===== src/rtl/pciag_pkg.sv =====
// Package with types, codes and helpers of the PC-indexed address generator.
`timescale 1ns / 1ps

package pciag_pkg;

	// Operation codes
	localparam logic OP_START   = 1'b0;
	localparam logic OP_DELIVER = 1'b1;

	// Address kinds
	localparam logic KIND_FINAL = 1'b0;
	localparam logic KIND_READ  = 1'b1;

	// Error codes
	localparam logic [1:0] ERR_NONE         = 2'd0;
	localparam logic [1:0] ERR_RESERVED_SEL = 2'd1;
	localparam logic [1:0] ERR_STRAY_DATA   = 2'd2;

	// Displacement size codes (base size field and low bits of the selection)
	localparam logic [1:0] DSZ_RESERVED = 2'd0;
	localparam logic [1:0] DSZ_NULL     = 2'd1;
	localparam logic [1:0] DSZ_WORD     = 2'd2;
	localparam logic [1:0] DSZ_LONG     = 2'd3;

	// Index/indirect selection codes with special meaning
	localparam logic [2:0] SEL_NO_INDIRECT = 3'd0;
	localparam logic [2:0] SEL_RESERVED    = 3'd4;

	// Extension word bit positions
	localparam int EXT_IDX_SIZE  = 11;
	localparam int EXT_FULL      = 8;
	localparam int EXT_BASE_SUPP = 7;
	localparam int EXT_IDX_SUPP  = 6;

	// Instruction stream byte counts
	localparam logic [3:0] BYTES_EXT  = 4'd2;
	localparam logic [3:0] BYTES_WORD = 4'd2;
	localparam logic [3:0] BYTES_LONG = 4'd4;

	localparam logic [31:0] LOW_WORD_MASK = 32'h0000FFFF;

	typedef logic [31:0] word_t;

	typedef struct packed {
		logic        operation;
		logic [15:0] ext_word;
		word_t       base_pc;
		word_t       index_value;
		word_t       base_disp_raw;
		word_t       outer_disp_raw;
		word_t       indirect_data;
	} item_t;

	typedef struct packed {
		word_t       address;
		logic        address_kind;
		logic [3:0]  ext_bytes;
		logic [1:0]  error;
	} result_t;

	typedef struct packed {
		word_t pending_offset;
		logic  awaiting_indirect;
	} state_t;

	// Sign-extend the low word of a long
	function automatic word_t sext_word(input word_t v);
		word_t m;
		m = v & LOW_WORD_MASK;
		return {{16{m[15]}}, m[15:0]};
	endfunction

	// Sign-extend a byte
	function automatic word_t sext_byte(input logic [7:0] v);
		return {{24{v[7]}}, v};
	endfunction

endpackage


===== src/rtl/pciag_if.sv =====
// Valid/ready channel interfaces for requests and results of the address generator.
`timescale 1ns / 1ps

interface pciag_req_if;
	logic        valid;
	logic        ready;
	logic        operation;
	logic [15:0] ext_word;
	logic [31:0] base_pc;
	logic [31:0] index_value;
	logic [31:0] base_disp_raw;
	logic [31:0] outer_disp_raw;
	logic [31:0] indirect_data;

	modport source (
		output valid, operation, ext_word, base_pc, index_value,
		       base_disp_raw, outer_disp_raw, indirect_data,
		input  ready
	);
	modport sink (
		input  valid, operation, ext_word, base_pc, index_value,
		       base_disp_raw, outer_disp_raw, indirect_data,
		output ready
	);
endinterface

interface pciag_rsp_if;
	logic        valid;
	logic        ready;
	logic [31:0] address;
	logic        address_kind;
	logic [3:0]  ext_bytes;
	logic [1:0]  error;

	modport source (
		output valid, address, address_kind, ext_bytes, error,
		input  ready
	);
	modport sink (
		input  valid, address, address_kind, ext_bytes, error,
		output ready
	);
endinterface


===== src/rtl/pciag_calc.sv =====
// Extension word decode and address arithmetic for one item.
`timescale 1ns / 1ps

module pciag_calc (
	input  pciag_pkg::item_t   item,
	input  pciag_pkg::state_t  state,
	output pciag_pkg::result_t result,
	output pciag_pkg::state_t  state_next
);
	import pciag_pkg::*;

	logic [15:0] ext;
	word_t       idx_sized;
	word_t       idx_scaled;
	word_t       base;
	word_t       xi;
	word_t       bd;
	word_t       od;
	logic [3:0]  bd_bytes;
	logic [3:0]  od_bytes;
	logic [1:0]  bd_size;
	logic [2:0]  sel;

	assign ext     = item.ext_word;
	assign bd_size = ext[5:4];
	assign sel     = ext[2:0];

	// Size and scale the index register
	assign idx_sized  = ext[EXT_IDX_SIZE] ? item.index_value : sext_word(item.index_value);
	assign idx_scaled = idx_sized << ext[10:9];

	assign base = ext[EXT_BASE_SUPP] ? '0 : item.base_pc;
	assign xi   = ext[EXT_IDX_SUPP] ? '0 : idx_scaled;

	// Base displacement by size; reserved size acts as null
	always_comb begin
		unique case (bd_size)
			DSZ_WORD: begin
				bd       = sext_word(item.base_disp_raw);
				bd_bytes = BYTES_WORD;
			end
			DSZ_LONG: begin
				bd       = item.base_disp_raw;
				bd_bytes = BYTES_LONG;
			end
			default: begin
				bd       = '0;
				bd_bytes = '0;
			end
		endcase
	end

	// Outer displacement by the low selection bits
	always_comb begin
		unique case (sel[1:0])
			DSZ_WORD: begin
				od       = sext_word(item.outer_disp_raw);
				od_bytes = BYTES_WORD;
			end
			DSZ_LONG: begin
				od       = item.outer_disp_raw;
				od_bytes = BYTES_LONG;
			end
			default: begin
				od       = '0;
				od_bytes = '0;
			end
		endcase
	end

	// Form the result and the next pending state
	always_comb begin
		result.address      = '0;
		result.address_kind = KIND_FINAL;
		result.ext_bytes    = '0;
		result.error        = ERR_NONE;
		state_next          = '0;
		if (item.operation == OP_DELIVER) begin
			if (!state.awaiting_indirect) begin
				result.error = ERR_STRAY_DATA;
				state_next   = state;
			end else begin
				result.address = item.indirect_data + state.pending_offset;
			end
		end else if (!ext[EXT_FULL]) begin
			// brief format: signed byte displacement, base never suppressed
			result.address   = item.base_pc + sext_byte(ext[7:0]) + idx_scaled;
			result.ext_bytes = BYTES_EXT;
		end else if (sel == SEL_NO_INDIRECT) begin
			result.address   = base + bd + xi;
			result.ext_bytes = BYTES_EXT + bd_bytes;
		end else if (sel == SEL_RESERVED) begin
			result.error     = ERR_RESERVED_SEL;
			result.ext_bytes = BYTES_EXT + bd_bytes;
		end else begin
			result.address_kind          = KIND_READ;
			result.ext_bytes             = BYTES_EXT + bd_bytes + od_bytes;
			state_next.awaiting_indirect = 1'b1;
			if (!sel[2]) begin
				// preindexed: index goes into the intermediate address
				result.address            = base + bd + xi;
				state_next.pending_offset = od;
			end else begin
				// postindexed: index is added after the fetch
				result.address            = base + bd;
				state_next.pending_offset = xi + od;
			end
		end
	end

endmodule


===== src/rtl/pc_indexed_address_generator_unit.sv =====
// Top level of the PC-indexed effective address generator.
//
// Usage: the req channel carries start items (operation 0) that decode one
// extension word with the program counter, index register and displacement
// words, and deliver items (operation 1) that carry the long fetched from an
// intermediate address. Each item yields exactly one item on the rsp channel:
// a final effective address, or a memory read request whose answer is sent
// back as a deliver item.
// A result passes through the input register, then the result register,
// before it is offered on the rsp channel.
// Throughput: one item per cycle while the receiver takes results; the
// three-operand 32-bit adder between the two registers sets the path delay.
// The pending offset is updated as each item moves into the result register,
// so a deliver item may follow its read request directly.
// Reset clears both registers' valid flags and the pending indirection.
// When the receiver stalls, the result register holds, then the input
// register fills, and only then does req.ready drop.
`timescale 1ns / 1ps

module pc_indexed_address_generator_unit (
	input  logic              clk,
	input  logic              arst_n,
	pciag_req_if.sink         req,
	pciag_rsp_if.source       rsp
);
	import pciag_pkg::*;

	item_t   item_s1;
	logic    valid_s1;
	result_t result_s2;
	logic    valid_s2;
	state_t  state_q;
	result_t result_c;
	state_t  state_c;
	logic    adv_s2;
	logic    adv_s1;

	// Advance the result stage when it is empty or being drained
	assign adv_s2    = !valid_s2 || rsp.ready;
	assign adv_s1    = !valid_s1 || adv_s2;
	assign req.ready = adv_s1;

	pciag_calc u_calc (
		.item       (item_s1),
		.state      (state_q),
		.result     (result_c),
		.state_next (state_c)
	);

	// Input register: capture the request on transfer
	always_ff @(posedge clk or negedge arst_n) begin
		if (!arst_n) begin
			valid_s1 <= 1'b0;
		end else if (adv_s1) begin
			valid_s1 <= req.valid;
		end
	end

	always_ff @(posedge clk) begin
		if (adv_s1 && req.valid) begin
			item_s1.operation      <= req.operation;
			item_s1.ext_word       <= req.ext_word;
			item_s1.base_pc        <= req.base_pc;
			item_s1.index_value    <= req.index_value;
			item_s1.base_disp_raw  <= req.base_disp_raw;
			item_s1.outer_disp_raw <= req.outer_disp_raw;
			item_s1.indirect_data  <= req.indirect_data;
		end
	end

	// Result register and pending indirection state
	always_ff @(posedge clk or negedge arst_n) begin
		if (!arst_n) begin
			valid_s2 <= 1'b0;
			state_q  <= '0;
		end else if (adv_s2) begin
			valid_s2 <= valid_s1;
			if (valid_s1) begin
				state_q <= state_c;
			end
		end
	end

	always_ff @(posedge clk) begin
		if (adv_s2 && valid_s1) begin
			result_s2 <= result_c;
		end
	end

	// Drive the result channel
	assign rsp.valid        = valid_s2;
	assign rsp.address      = result_s2.address;
	assign rsp.address_kind = result_s2.address_kind;
	assign rsp.ext_bytes    = result_s2.ext_bytes;
	assign rsp.error        = result_s2.error;

endmodule

===== src/flat_wrapper.sv =====
// flat-port wrapper written by rule: the top's interface ports become plain ports
module pc_indexed_address_generator_unit_flat import pciag_pkg::*;
  (clk, arst_n, req_valid, req_operation, req_ext_word, req_base_pc, req_index_value, req_base_disp_raw, req_outer_disp_raw, req_indirect_data, req_ready, rsp_valid, rsp_address, rsp_address_kind, rsp_ext_bytes, rsp_error, rsp_ready);
  pciag_req_if req_i ();
  pciag_rsp_if rsp_i ();
  input  logic clk;
  input  logic arst_n;
  input wire logic [$bits(req_i.valid)-1:0] req_valid;
  input wire logic [$bits(req_i.operation)-1:0] req_operation;
  input wire logic [$bits(req_i.ext_word)-1:0] req_ext_word;
  input wire logic [$bits(req_i.base_pc)-1:0] req_base_pc;
  input wire logic [$bits(req_i.index_value)-1:0] req_index_value;
  input wire logic [$bits(req_i.base_disp_raw)-1:0] req_base_disp_raw;
  input wire logic [$bits(req_i.outer_disp_raw)-1:0] req_outer_disp_raw;
  input wire logic [$bits(req_i.indirect_data)-1:0] req_indirect_data;
  output wire logic [$bits(req_i.ready)-1:0] req_ready;
  output wire logic [$bits(rsp_i.valid)-1:0] rsp_valid;
  output wire logic [$bits(rsp_i.address)-1:0] rsp_address;
  output wire logic [$bits(rsp_i.address_kind)-1:0] rsp_address_kind;
  output wire logic [$bits(rsp_i.ext_bytes)-1:0] rsp_ext_bytes;
  output wire logic [$bits(rsp_i.error)-1:0] rsp_error;
  input wire logic [$bits(rsp_i.ready)-1:0] rsp_ready;
  assign req_i.valid = req_valid;
  assign req_i.operation = req_operation;
  assign req_i.ext_word = req_ext_word;
  assign req_i.base_pc = req_base_pc;
  assign req_i.index_value = req_index_value;
  assign req_i.base_disp_raw = req_base_disp_raw;
  assign req_i.outer_disp_raw = req_outer_disp_raw;
  assign req_i.indirect_data = req_indirect_data;
  assign req_ready = req_i.ready;
  assign rsp_valid = rsp_i.valid;
  assign rsp_address = rsp_i.address;
  assign rsp_address_kind = rsp_i.address_kind;
  assign rsp_ext_bytes = rsp_i.ext_bytes;
  assign rsp_error = rsp_i.error;
  assign rsp_i.ready = rsp_ready;
  pc_indexed_address_generator_unit u_core (.clk(clk), .arst_n(arst_n), .req(req_i), .rsp(rsp_i));
endmodule

===== config.mk =====
export PLATFORM = sky130hd
export DESIGN_NAME = pc_indexed_address_generator_unit_flat
export DESIGN_NICKNAME = d
export VERILOG_FILES = /design/src/rtl/pciag_pkg.sv /design/src/rtl/pciag_if.sv /design/src/rtl/pciag_calc.sv /design/src/rtl/pc_indexed_address_generator_unit.sv /design/src/flat_wrapper.sv
export SDC_FILE = /design/constraint.sdc
export NUM_CORES = 1
export LEC_CHECK = 0
export CORE_MARGIN = 2
export CORE_UTILIZATION = 45
export CTS_CLUSTER_SIZE = 8
export DETAILED_ROUTE_END_ITERATION = 7
export DONT_BUFFER_PORTS = 1
export GPL_ROUTABILITY_DRIVEN = 0
export SYNTH_ARGS = -nofsm -noshare
export SYNTH_HDL_FRONTEND = slang
export SYNTH_SLANG_ARGS = --single-unit

===== constraint.sdc =====
create_clock -name clk -period 7.55 [get_ports clk]
set_clock_uncertainty 0.15 [all_clocks]
set_input_delay 0.755 -clock clk [delete_from_list [all_inputs] [get_ports clk]]
set_output_delay 0.755 -clock clk [all_outputs]
set_load 0.05 [all_outputs]

## Word level (Yosys, flattened, before mapping)

Cells that the tools add are included.

| cells by class | value |
|---|---|
| equal/unequal tests | 6 |
| bitwise operators | 1 |
| shift-type cells | 1 |
| add/subtract/negate cells | 8 |
| mux-type cells | 27 |
| reductions and logical operators | 11 |

Operators by type and width:

| cell | number |
|---|---|
| 2-to-1 mux 32 bit | 9 |
| 2-to-1 mux 33 bit | 6 |
| adder 32 bit | 6 |
| case mux 32 bit (2 select lines) | 2 |
| left shift 32 x 2 -> 32 bit | 1 |
| case mux 3 bit (2 select lines) | 2 |
| 2-to-1 mux 2 bit | 5 |
| equality test 2 bit, second input constant | 4 |
| 2-to-1 mux 4 bit | 2 |
| adder 2 x 4 -> 4 bit, first input constant | 1 |
| adder 4 bit | 1 |
| equality test 3 bit, second input constant | 1 |
| logical NOT 3 bit | 1 |
| AND reduction 3 bit | 1 |
| OR reduction 3 bit | 1 |
| logical AND 1 bit | 2 |
| logical NOT 1 bit | 2 |
| logical OR 1 bit | 2 |
| inequality test 2 bit, second input constant | 1 |
| AND reduction 2 bit | 1 |
| OR reduction 2 bit | 1 |
| 2-to-1 mux 1 bit | 1 |
| NOT 1 bit | 1 |

| word-level totals | value |
|---|---|
| register bits | 247 |
| bits of input ports | 181 |
| logic and storage cells | 70 |
| output and inout port bits | 41 |

## Longest topological paths before layout

Gate-level depths: netlist of the first run.

| logic depth | value |
|---|---|
| depth after elaboration | 9 |
| mapped depth | 29 |
| mapped depth without buffers | 26 |

## Modules after synthesis

A second synthesis of the first run with hierarchy kept.

| second synthesis, totals | value |
|---|---|
| cells, all modules | 1,898 |
| area, all modules | 19,536.2 um^2 |

By module, submodules not included:

| module | cells each | times used | area an instance (um^2) | sequential area each (um^2) |
|---|---|---|---|---|
| pciag_calc | 1,604 | 1 | 11,604.9 | 0.0 |
| pc_indexed_address_generator_unit | 294 | 1 | 7,931.4 | 7,362.1 |

## Worst setup path before layout of the first run

No wires, ideal clock.

| timing path | value |
|---|---|
| kind | reg2reg |
| start | register u_core.item_s1[165] in the netlist's numbering |
| end | register u_core.result_s2, in the netlist u_core.rsp.address[31] (data pin) |
| setup time | 0.167 ns |
| required time | 7.233 ns |
| path slack | 1.539 ns |
| clock period less this slack | 6.011 ns |
| stages on the path, launching flop included | 29 |
| path buffers | 3 |
| arrival time | 5.693 ns |
| path through | edfxtp_1 > and2_1 > clkbuf_1 > clkbuf_1 > inv_1 > ha_1 > clkbuf_1 > nor2b_1 > and2_1 > ha_1 > inv_1 > fa_1 > nand2b_1 > a21oi_1 > o21bai_1 > a21boi_0 > o21ai_0 > nor2b_1 > xnor2_1 > ha_1 > nor3b_1 > or4_4 > nor3_1 > nor2_1 > a21oi_1 > o21bai_1 > a21oi_1 > xnor3_1 > a211oi_1 |

RTL lines:

| what | line | text |
|---|---|---|
| from (decl) | pc_indexed_address_generator_unit.sv:28 | `item_t item_s1;` |
| to (signal assigned) | pc_indexed_address_generator_unit.sv:86 | `result_s2 <= result_c;` |
| to (decl) | pc_indexed_address_generator_unit.sv:30 | `result_t result_s2;` |

==> flow_summary.toml, run 1 <==
[yosys]
syn-num-nets = 2274
ys_ff_latch = 246
synthesis.area_sq_um = 18800
synth_edf_count = 211
syn_inst = 1895
yosysSeqAreaShare_pct = 38.3
avgSynthCellArea_sq_um = 9.95
synth.distinct_cells = 82
ys_dominant_reg_cell = "edfxtp_1"
ys_async_sr_fraction_pct = 14.2
synth-warning-count = 0

[global_route]
use_met2_pct = 35.5
grt_antenna_before_repair = 0
grt_busiest_layer = "met2"
track_usage_pct = 23.8
use_met3_pct = 5.23
grt_pass1_vias = 14100
grt_max_degree = 63
grt-ovfl-total = 0
grtUsageMet1_pct = 34.5
grt_pass1_wl_mm = 79.9

[floorplanning]
die_h_microns = 209
die_x_microns = 209
die_area_sq_um = 43500
coreArea_sq_um = 41100
num_rows = 74
io_pins = 222
initial_core_util_pct = 45.8

[timing]
tns_ns = 0
maxSlewViolCount = 0
fmaxAchievable_mhz = 156
relSlewSlack_pct = 40.8
timing.final.crit_share_pct = 84.7
final_hold_viol_count = 0
rsz0062_at_grt = "false"
setup_violations = 0
worstMarginPinSlew_ns = 0.866
period_minus_slack_ns = 6.40

[clocking]
insertion_delay_ns = 0.54
clock_path_buffers = 3
cts_sinks = 246
clk_pin_slew_ns = 0.05
cts_tree = "built"
cts_root_buffer = "clkbuf_16"
htree_num_levels = 2
numCtsBuffers = 37
postCtsSetupBuffers = 0

[worst_setup_path]
worstSetupPathType = "flop to flop"
cp-start-kind = "flop"
worstPathMaxFanout = 18
cpPeakStageDelay_ns = 0.45
crit_path_frequent_cell = "ha_1"
required_ns = 7.67
cp_slowest_cell = "fa_1"
arrival_ns = 6.52
end_kind = "flop"

[finish]
final_nets = 2274
fin_util_pct = 49.9
diodes = 0
layout.cells.most_common_list = "211 x edfxtp_1, 175 x a21oi_1, 161 x ha_1, 150 x nand2_1, 130 x o21ai_0"
finish.instance_area_sq_um = 20500
layout-drive-gt1-share_pct = 4.81
layout_commonest_cell = "edfxtp_1"
areaGrowthSynthToFinish_pct = 8.82

[routing]
vias = 14500
drc_errors = 0
wire_per_inst_microns = 21.4
final_antenna_net_count = 0
wirelength_mm = 52.3
first_iter_violations = 1099
drtPass1Iterations = 6
detail_route.vias_per_cell = 5.93

[placed_design]
io_buffers = 0
hpwl_mm = 40.9
place_area_sq_um = 19400

[worst_hold_path]
worstHoldPathType = "input port to flop"

[power]
swShare_pct = 35.3
combinationalPowerShare_pct = 32.6
power_frac_seq_pct = 37.0
p_clk_share_pct = 30.4
p_per_area_nw_per_um2 = 240
p_leak_nw = 8.72
internal-power_mw = 3.18
peakVddDrop_mv = 0.158
p_switching_mw = 1.74

[status]
outcome = "complete, no violations"

[flow_run]
cap_violations = 0
[through the flow]
stage                     hold slack (ns)  power [mW]  cells  setup WS, ns
final                               0.152        4.92   2445          1.15
after global routing                0.129        5.18   2445         0.653
after CTS                           0.122        4.93   2445          1.19
after detailed placement            0.312        3.40   2386          1.20
after global placement              0.312        3.38   2386          1.30
after floorplan                     0.306        3.01   1895          1.54
[cell type report]
cell class | instances | area (sq um)
timing repair buffer | 25 | 203
inverter | 52 | 195
multi-input combinational | 1533 | 11200
clock buffer | 54 | 1010
fill | 3827 | 20600
sequential | 246 | 7210
clock inverter | 3 | 22.5
tap | 532 | 666
[power by group through the flow]
stage | clock, mW | sequential, mW | combinational, mW
final | 1.50 | 1.82 | 1.60
after global routing | 1.58 | 1.83 | 1.77
after CTS | 1.54 | 1.82 | 1.57
after detailed placement | 0 | 1.84 | 1.56
after global placement | 0 | 1.84 | 1.54
after floorplan | 0 | 1.81 | 1.19
[synthesized netlist by cell type (all sizes together), types with 55 or more instances]
library cell,n,area share [%]
edfxtp,211,34
a21oi,175,4.6
ha,161,11
nand2,150,3.0
o21ai,131,3.5
nor2,115,2.3
a21o,94,3.7
nor2b,76,2.6
xnor2,75,3.5
mux2i,69,3.7
xor2,62,2.9
clkbuf,55,1.1
[critical path: cells and delay by family, from the launching register on]
family | cells | cell delay [ns]
compound gates | 7 | 1.90
flops | 1 | 0.39
simple gates | 10 | 1.64
buf+inv | 3 | 0.39
fa+ha+maj | 4 | 1.18
xor+xnor | 2 | 0.47
[sequential cells by signal (all words and copies together) (netlist names)]
register / flops
u_core.item_s1: 173
u_core.state_q: 33
u_core.rsp.address: 32
u_core.rsp.ext_bytes: 3
u_core.rsp.error: 2
u_core.rsp.address_kind: 1
u_core.rsp.valid: 1
u_core.valid_s1: 1
[per-layer routing]
layer / wire (microns) / part of all wire (%) / vias up
li1: - / - / 7068
met1: 25100 / 48 / 6872
met2: 21800 / 42 / 487
met3: 3960 / 7.6 / 69
met4: 1350 / 2.6 / 0
met5: 0 / 0 / -
[path summary, 6_finish.rpt]
path	from	end	slack [ns]	cells after the start
max in group asynchronous	arst_n	u_core.valid_s1$_DFFE_PN0N_	6.50	2
hold reg to reg	u_core.state_q[12]$_DFFE_PN0P_	u_core.state_q[12]$_DFFE_PN0P_	0.34	2
hold / removal	req_ext_word[2]	u_core.item_s1[162]$_DFFE_PP_	0.15	0
setup reg to reg	u_core.item_s1[165]$_DFFE_PP_	u_core.rsp.address[30]$_DFFE_PP_	1.15	26
setup / recovery	u_core.item_s1[165]$_DFFE_PP_	u_core.rsp.address[30]$_DFFE_PP_	1.15	26
min in group asynchronous	arst_n	u_core.state_q[11]$_DFFE_PN0P_	0.56	2
[cell families (layout without fill, tap and decap cells)]
kind of cell	count (synthesis)	after routing	share of synthesized area, %
other cells	1	1	0.0199
compound gates	607	607	21.0
buf+inv	116	134	2.34
simple gates	519	519	13.6
xor+xnor	138	138	6.49
flops	246	246	38.3
mux	70	70	3.72
fa+ha+maj	198	198	14.6
[timing repair]
action,in CTS,in global routing
setup endpoints to repair,0,0
resized for setup,0,0
hold endpoints to repair,35,0
hold buffers,2,0
Note: power is estimated with default switching activity, not from simulation.
==> run 2: changes to the inputs <==
Clock period 7.55 ns to 5.8 ns, I/O delays scaled along.
==> flow_summary.toml, run 2 (synthesized netlist as in run 1, its figures left out) <==
[worst_hold_path]
worstHoldPathType = "input port to flop"
hold_depth = 2

[global_route]
grt_pass1_wl_mm = 84.7
grt_antenna_before_repair = 0
grt_max_degree = 85
grt_pass1_vias = 15200
track_usage_pct = 25.0
grt-ovfl-total = 0

[worst_setup_path]
r2r_slack_ns = 0.25
cp-start-kind = "flop"
required_ns = 5.94
worstPathMaxFanout = 15
end_kind = "flop"
arrival_ns = 5.69
worstSetupPathType = "flop to flop"
r2r_cells = 26

[routing]
first_iter_violations = 1250
wire_per_inst_microns = 20.5
drtPass1Iterations = 6
final_antenna_net_count = 0
drc_errors = 0
wirelength_mm = 54.9
detail_route.vias_per_cell = 5.79
vias = 15500

[timing]
timing.final.crit_share_pct = 95.7
maxSlewViolCount = 0
fmaxAchievable_mhz = 180
worstMarginPinSlew_ns = 1.19
final_hold_viol_count = 0
setup_violations = 0
relSlewSlack_pct = 20.8
period_minus_slack_ns = 5.55
timing.hold.ws_ns = 0.0819

[floorplanning]
die_h_microns = 209
io_pins = 222
num_rows = 74
initial_core_util_pct = 45.8
die_area_sq_um = 43500
coreArea_sq_um = 41100
die_x_microns = 209

[clocking]
cts_sinks = 246
insertion_delay_ns = 0.55
clk_pin_slew_ns = 0.05
clock_path_buffers = 3
cts_root_buffer = "clkbuf_16"
cts_tree = "built"
numCtsBuffers = 37
htree_num_levels = 2

[finish]
final_nets = 2503
layout.cells.most_common_list = "211 x edfxtp_1, 175 x dlygate4sd3_1, 167 x a21oi_1, 158 x ha_1, 150 x nand2_1"
finish.instance_area_sq_um = 22800
diodes = 0
regMostFlops = "u_core.item_s1"
layout_commonest_cell = "edfxtp_1"
largest_register_ffs = 173
areaGrowthSynthToFinish_pct = 21.2
layout-drive-gt1-share_pct = 8.26

[status]
outcome = "complete, no violations"

[power]
p_leak_nw = 9.75
p_per_area_nw_per_um2 = 288
peakVddDrop_mv = 0.219

[flow_run]
cap_violations = 0

[placed_design]
place_area_sq_um = 19800
io_buffers = 0
hpwl_mm = 41.7
run 2: cell types whose count changed in the layout (fill, tap and decap cells not counted), sizes merged:
cell	previous run	this run
clkinv	2	3
buf	24	79
dlygate4sd3	1	175
run 2: metal layers:
layer  global-route usage, %  up-vias  wire length (microns)
met5                       0        -                      0
met4                    7.46        0                   1350
met3                    4.31       81                   3890
met2                    39.0      555                  24200
met1                    35.8     7335                  25500
li1                        -     7514                      -
run 2: repair_timing:
action / CTS / global route
setup endpoints to repair: 2 / 18
resized for setup: 1 / 38
pin swaps: 0 / 18
hold endpoints to repair: 209 / 0
hold buffers: 176 / 0
setup buffers: 0 / 11
run 2: final cells by class:
type	count	area [sq um]
Tap cell	532	666
Timing Repair Buffer	254	2370
Sequential cell	246	7210
Inverter	52	195
Fill cell	3618	18300
Multi-Input combinational cell	1533	11400
Clock inverter	4	26.3
Clock buffer	54	1000
run 2: critical path: stages, from the launching register on:
cell and delay, ns:
edfxtp_1 0.41, and2_1 0.17, inv_1 0.05, ha_1 0.16
nor2b_2 0.06, buf_6 0.14, and2_1 0.17, ha_1 0.31
buf_4 0.14, nand3_1 0.08, nor3_2 0.23, o21ai_0 0.13
buf_4 0.16, o211ai_1 0.32, nor2_1 0.10, nor2_1 0.17
xor2_1 0.34, ha_1 0.35, a21o_1 0.20, a21o_1 0.17
a21o_1 0.17, a21oi_1 0.12, o21ai_0 0.08, a41oi_1 0.26
xnor2_1 0.11, a221o_1 0.30, a32o_1 0.26
run 2: final timing paths:
| kind | from | endpoint |
|---|---|---|
| hold / removal | rsp_ready | u_core.rsp.valid$_DFFE_PN0N_ |
| setup / recovery | u_core.item_s1[164]$_DFFE_PP_ | u_core.rsp.address[28]$_DFFE_PP_ |
| max in group asynchronous | arst_n | u_core.rsp.valid$_DFFE_PN0N_ |
| hold reg to reg | u_core.valid_s1$_DFFE_PN0N_ | u_core.rsp.valid$_DFFE_PN0N_ |
| setup reg to reg | u_core.item_s1[164]$_DFFE_PP_ | u_core.rsp.address[28]$_DFFE_PP_ |
| min in group asynchronous | arst_n | u_core.state_q[9]$_DFFE_PN0P_ |
run 2: power by group:
group / total, mW / internal, mW / switching, mW
logic: 2.28 / 0.964 / 1.31
registers: 2.37 / 2.12 / 0.243
clock network: 1.94 / 1.18 / 0.764
run 2: stage by stage:
step                      setup slack [ns]  TNS (ns)  util [%]  power [mW]  std cells
after CTS                          0.00963         0      55.0        6.56       2664
after global placement              0.0932         0      48.1        4.45       2430
after detailed placement           -0.0527    -0.101      48.1        4.48       2430
final                                0.249         0      55.6        6.59       2675
after global routing               -0.0721    -0.114      55.6        6.94       2675
after floorplan                     0.0152         0         -        3.91       1895
==> run 3: changes to the inputs <==
==> constraint.sdc (replaced) <==
create_clock -name clk -period 5.8 [get_ports clk]
set_clock_uncertainty 0.15 [all_clocks]
set_input_delay 0.29 -clock clk [delete_from_list [all_inputs] [get_ports clk]]
set_output_delay 0.29 -clock clk [all_outputs]
set_load 0.05 [all_outputs]
==> flow_summary.toml, run 3 (synthesized netlist as in run 1, its figures left out) <==
[timing]
timing.final.crit_share_pct = 95.3
setup_violations = 0
relSlewSlack_pct = 44.0
final_hold_viol_count = 0
timing.hold.ws_ns = 0.106
maxSlewViolCount = 0
rsz0062_at_grt = "true"
period_minus_slack_ns = 5.52
worstMarginPinSlew_ns = 0.839
fmaxAchievable_mhz = 181
worst_slack_ns = 0.275

[finish]
largest_register_ffs = 173
areaGrowthSynthToFinish_pct = 20.1
fin_cells = 2656
layout.cells.most_common_list = "211 x edfxtp_1, 176 x dlygate4sd3_1, 171 x a21oi_1, 158 x ha_1, 150 x nand2_1"
final_nets = 2484
layout_commonest_cell = "edfxtp_1"
regMostFlops = "u_core.item_s1"
diodes = 0
layout-drive-gt1-share_pct = 6.92

[floorplanning]
die_h_microns = 209
die_x_microns = 209
die_area_sq_um = 43500
num_rows = 74
io_pins = 222
initial_core_util_pct = 45.8
coreArea_sq_um = 41100

[worst_setup_path]
r2r_slack_ns = 0.28
worstSetupPathType = "flop to flop"
cp_top_family = "compound AO/OA/AOI/OAI gates"
r2r-end = "u_core.rsp.address[30]$_DFFE_PP_"
worstPathMaxFanout = 15
r2r-start = "u_core.item_s1[164]$_DFFE_PP_"
cp_slowest_cell = "edfxtp_1"
r2r_cells = 26
cp-start-kind = "flop"
end_kind = "flop"
required_ns = 5.94
crit_buf_inv = 4
cpPeakStageDelay_ns = 0.41
arrival_ns = 5.66

[clocking]
numCtsBuffers = 37
htree_num_levels = 2
cts_sinks = 246
insertion_delay_ns = 0.55
clk_pin_slew_ns = 0.06
cts_tree = "built"
clock_path_buffers = 3
cts_root_buffer = "clkbuf_16"

[power]
p_per_area_nw_per_um2 = 292
p_leak_nw = 9.63
peakVddDrop_mv = 0.252

[placed_design]
hpwl_mm = 42.3
place_ws_ns = 0.0366
placed_cells = 2416
io_buffers = 0

[routing]
wire_per_inst_microns = 20.7
drtPass1Iterations = 5
wirelength_mm = 55.0
vias = 15500
final_antenna_net_count = 0
detail_route.vias_per_cell = 5.83
first_iter_violations = 1206
drc_errors = 0

[global_route]
grt-ovfl-total = 0
grt_pass1_vias = 15000
grt_max_degree = 63
grt_pass1_wl_mm = 84.7
grt_antenna_before_repair = 0
track_usage_pct = 25.0

[status]
outcome = "complete, no violations"

[worst_hold_path]
worstHoldPathType = "input port to asynchronous set/reset pin"

[flow_run]
cap_violations = 0
run 3: cell types whose count changed in the layout (fill, tap and decap cells not counted), sizes merged:
cell	before	now
buf	79	59
clkbuf	54	55
clkinv	3	2
dlygate4sd3	175	176
run 3: where the power goes:
part | internal [mW] | switching [mW]
clock network | 1.19 | 0.769
registers | 2.12 | 0.244
logic | 0.950 | 1.34
total | 4.26 | 2.35
run 3: metal layers:
metal / up-vias / global-route usage [%] / part of all wire [%]
met5: - / 0 / 0
met2: 542 / 38.2 / 44
met1: 7396 / 37.0 / 48
met4: 0 / 7.00 / 2.1
li1: 7486 / - / -
met3: 71 / 3.64 / 6.4
run 3: worst max path at each step:
stage	from	endpoint	slack [ns]	cells past startpoint
2_1_floorplan	u_core.item_s1[167]$_DFFE_PP_	u_core.rsp.address[28]$_DFFE_PP_	0.02	20
3_3_place_gp	u_core.item_s1[164]$_DFFE_PP_	u_core.rsp.address[30]$_DFFE_PP_	0.12	25
3_5_place_dp	u_core.item_s1[164]$_DFFE_PP_	u_core.rsp.address[30]$_DFFE_PP_	0.04	25
4_1_cts	u_core.item_s1[164]$_DFFE_PP_	u_core.rsp.address[30]$_DFFE_PP_	0.05	25
5_1_grt	u_core.item_s1[164]$_DFFE_PP_	u_core.rsp.address[28]$_DFFE_PP_	-0.04	27
6_report	u_core.item_s1[164]$_DFFE_PP_	u_core.rsp.address[30]$_DFFE_PP_	0.28	26
run 3: metrics by stage:
step	utilization [%]	total power [mW]	instance area, sq um	TNS (ns)
after floorplan	-	3.91	18900	0
final	55.1	6.62	22600	0
after global routing	55.1	6.96	22600	-0.0501
after global placement	47.9	4.47	19700	0
after detailed placement	47.9	4.50	19700	0
after CTS	54.7	6.60	22500	0
run 3: cell type report:
| cell class | instances | area [sq um] |
|---|---|---|
| Fill cell | 3650 | 18500 |
| Multi-Input combinational cell | 1533 | 11300 |
| Sequential cell | 246 | 7210 |
| Timing Repair Buffer | 235 | 2230 |
| Clock buffer | 55 | 1010 |
| Tap cell | 532 | 666 |
| Inverter | 52 | 195 |
| Clock inverter | 3 | 21.3 |
run 3: what timing repair did:
action	CTS	global route
setup buffers	0	5
endpoints found under the setup margin	0	13
endpoints found under the hold margin	229	0
resized for setup	0	26
hold buffers	177	0
